<file path="src/sv/v2dc_ram.sv">
// generic single-port-write, single-port-read ram with registered read
module v2dc_ram #(
    parameter int WIDTH = 16,
    parameter int DEPTH = 256
) (
    input  logic                     aclk,
    input  logic                     we,
    input  logic [$clog2(DEPTH)-1:0] waddr,
    input  logic [WIDTH-1:0]         wdata,
    input  logic [$clog2(DEPTH)-1:0] raddr,
    output logic [WIDTH-1:0]         rdata
);
    logic [WIDTH-1:0] mem [DEPTH];

    always_ff @(posedge aclk) begin
        if (we) begin
            mem[waddr] <= wdata;
        end
        rdata <= mem[raddr];
    end
endmodule

</file>
<file path="config.mk">
export PLATFORM = sky130hd
export DESIGN_NAME = v2dc_ram
export DESIGN_NICKNAME = d
export VERILOG_FILES = /design/src/sv/v2dc_ram.sv
export SDC_FILE = /design/constraint.sdc
export NUM_CORES = 2
export LEC_CHECK = 0
export BUFFER_PORTS_ARGS = -buffer_cell sky130_fd_sc_hd__buf_2
export CAP_MARGIN = 15
export CORE_AREA = 2 2 597 599
export DETAILED_ROUTE_END_ITERATION = 7
export DIE_AREA = 0 0 599 601
export PLACE_DENSITY = 0.6
export SYNTH_ARGS = -nofsm -noshare
export SYNTH_HDL_FRONTEND = slang
export SYNTH_SLANG_ARGS = --single-unit
</file>
<file path="constraint.sdc">
create_clock -name aclk -period 4.5 [get_ports aclk]
set_input_delay 0.675 -clock aclk [delete_from_list [all_inputs] [get_ports aclk]]
set_output_delay 0.675 -clock aclk [all_outputs]
set_load 0.1 [all_outputs]
</file>
==> results.txt <==
Buf/Inv on CP: 5
Post-Synth Simple-Gate Area: 1.57%
cell mode on critical path: buf_12
PortBufs: 49
final worst setup slack: 984 ps
Critical Path AT: 4350 ps
RSZ-0062 raised after global routing: false
initial antenna violation count: 28
largest family of logic cells by synthesized area: multiplexers
worst reg2reg setup slack: 1550 ps
Critical R2R Launch: mem[130][8]
post-synth cell types: 52
# hold bufs at CTS: 0
Initial Utilization: 44.8%
final cycle utilization of the critical path: 78.1%
M1 GR Usage: 33.3%
Die Area: 360,000 µm²
maximum vdd ir drop: 0.331 mV
Final Setup Violations: 0
Ports: 50
CP Capture Type: flip-flop
die height: 601 µm
max frequency: 0.284 GHz
H-Tree Depth: 5
Main synth FF type: edfxtp_1
Vias/cell: 6.08
register area share after synthesis: 77.7%
Hold Crit Start: wdata[12]
post-synthesis cell area: 159,000 µm²
CTS resizes: 0
Power Total: 0.0807 W
Setup TNS Final: 0 ps
Hold Vio Cnt, Final: 0
clk root buf: clkbuf_16
Slowest cell on crit path: a22oi_1
Post-DP HPWL: 261 mm
Max clock buf depth: 4
slew margin rel.: 17.8%
hold_ws: 141 ps
CP delay by family, top: buffers and inverters
EDFF count, synth: 4,096
cell taking the most area after synthesis: edfxtp_1
Post-Syn Nets: 7,394
gr usage total: 23.6%
vias in the first global route: 78.6k
WP data required: 5340 ps
maxcap violations: 0
multiplexer area fraction after synthesis: 15.5%
P_leak: 57.9 nW
CP cell instances: buf_12 > buf_12 > buf_12 > buf_4 > buf_4 > mux4_2 > o32ai_1 > a22oi_1 > nand4_1 > nor4_1
dpl ws: 22.0 ps
slowest cell delay on critical path: 760 ps
area grow syn2layout: 14.5%
Synth Register Bits: 4,112
Slew Limit Fails: 0
number of vias in the routed layout: 79.7k
Post-Route WL: 429 mm
DR iter-0 viols: 10.4k
DRT Pass-1 Iters: 6
core region area: 354,000 µm²
power per cell area: 444 nW/µm²
CTS tree: done
critical path class: in2reg
met2 usage: 37.8%
Worst path depth: 10
reg-to-reg endpoint: rdata[8]
total grt overflow: 0
Worst-Skew Late Latency: 960 ps
Slew @ Worst Pin: 1230 ps
busiest grt layer: met2
GPL Wtd Cong: 0.858
Hold EP: mem[70][12]
Synth async-reset ratio: 0%
placed insts: 12.3k
die extent in x: 599 µm
row cnt: 219
clk_skew: 51.3 ps
Tightest Hold Check Type: in2reg
final cell count without fillers: 13.1k
startpoint types: input port
Setup Buffers After CTS: 0
post-synthesis compound-gate area fraction: 3.54%
Synth top area share: 77.5%
DRC errors left: 0
final net count: 8,031
Sink Count: 4,112
largest net degree at the start of global routing: 139
Post-Syn Instances: 7,360
adder-cell share of the synthesized area: 0%
Avg Cell Area, Syn: 21.6 µm²
outcome: completed
share of layout cells above drive strength 1: 26.8%
synth top area cells: edfxtp_1 77%, mux4_2 11%, mux2i_1 3.6%
Reg clk slew, reported paths: 60 ps
crit path max fanout: 28
R2R cell count: 8
DR WL/cell: 32.7 µm
met3 usage: 3.81%
Ys Warns: 0
first-pass GRT wire length: 605 mm
total CTS buffers: 409
Post-Synth XOR/XNOR Area: 0%
Hold Path Stages: 1
Detail Route Antenna Nets: 0
fin crit period: 3520 ps
-- sequential cells by signal (all words and copies together), names as in the netlist --
| name | cells |
|---|---|
| rdata | 16 |
| mem | 4096 |
-- layout by cell type (no fill, tap or decap), drive strengths merged, types with 148 or more instances in the layout --
cell	synthesis	layout
a21oi	175	175
buf	222	676
clkbuf	230	503
clkinv	0	183
edfxtp	4096	4096
mux2i	565	565
mux4	797	797
nor2	304	304
o221ai	253	253
o22ai	148	148
-- power breakdown --
part,internal (W),leakage (nW),switching [W]
Combinational,0.00144,14.4,0.00284
Clock,0.0197,6.50,0.0144
Sequential,0.0422,36.9,0.0000857
-- metal layers --
layer,share of wire (%),wire length [µm]
met1,40,172000
met2,48,207000
met3,8.1,34700
met4,3.4,14600
met5,0.010,44
-- Yosys cell counts (17+ instances only) --
library cell and n:
mux2i_1 565, nand4_1 26, nor4_1 17, a221oi_1 28
nor3_1 92, buf_6 77, mux2_2 88, a22oi_1 43
a211oi_1 18, o221ai_1 252, o22ai_1 148, nand2_1 38
o21ai_0 37, a22o_1 32, nor2_1 304, buf_1 27
mux4_2 797, edfxtp_1 4096, a21oi_1 175, nand3_1 35
clkbuf_1 230, o32ai_1 20, buf_4 26, buf_2 76
-- logic make-up after synthesis --
family / count (synthesis)
DFF: 4112
muxes: 1450
AOI/OAI and AO/OA: 786
and+or+nand+nor: 556
buffers and inverters: 456
-- worst max path at each step --
stage,startpoint,to
after global routing,raddr[0],rdata[1]
after CTS,raddr[0],rdata[1]
final,raddr[0],rdata[1]
after detailed placement,raddr[0],rdata[1]
after floorplan,waddr[3],mem[235][0]
after global placement,raddr[0],rdata[1]
-- area by class of cell --
type                            count  area, µm²
Timing Repair Buffer              678       6070
Inverter                            4       27.5
Antenna cell                       16       40.0
Fill cell                       27800     172000
Tap cell                         4751       5940
Clock buffer                      501      10800
Sequential cell                  4112     123000
Clock inverter                    252       2520
Multi-Input combinational cell   2792      33000
-- through the flow --
step / area [µm²] / utilization (%)
after CTS: 182000 / 51.3
after global routing: 182000 / 51.3
after detailed placement: 168000 / 47.6
after floorplan: 159000 / -
after global placement: 168000 / 47.6
final: 182000 / 51.3
No activity file was read; power rests on OpenSTA's default activity.
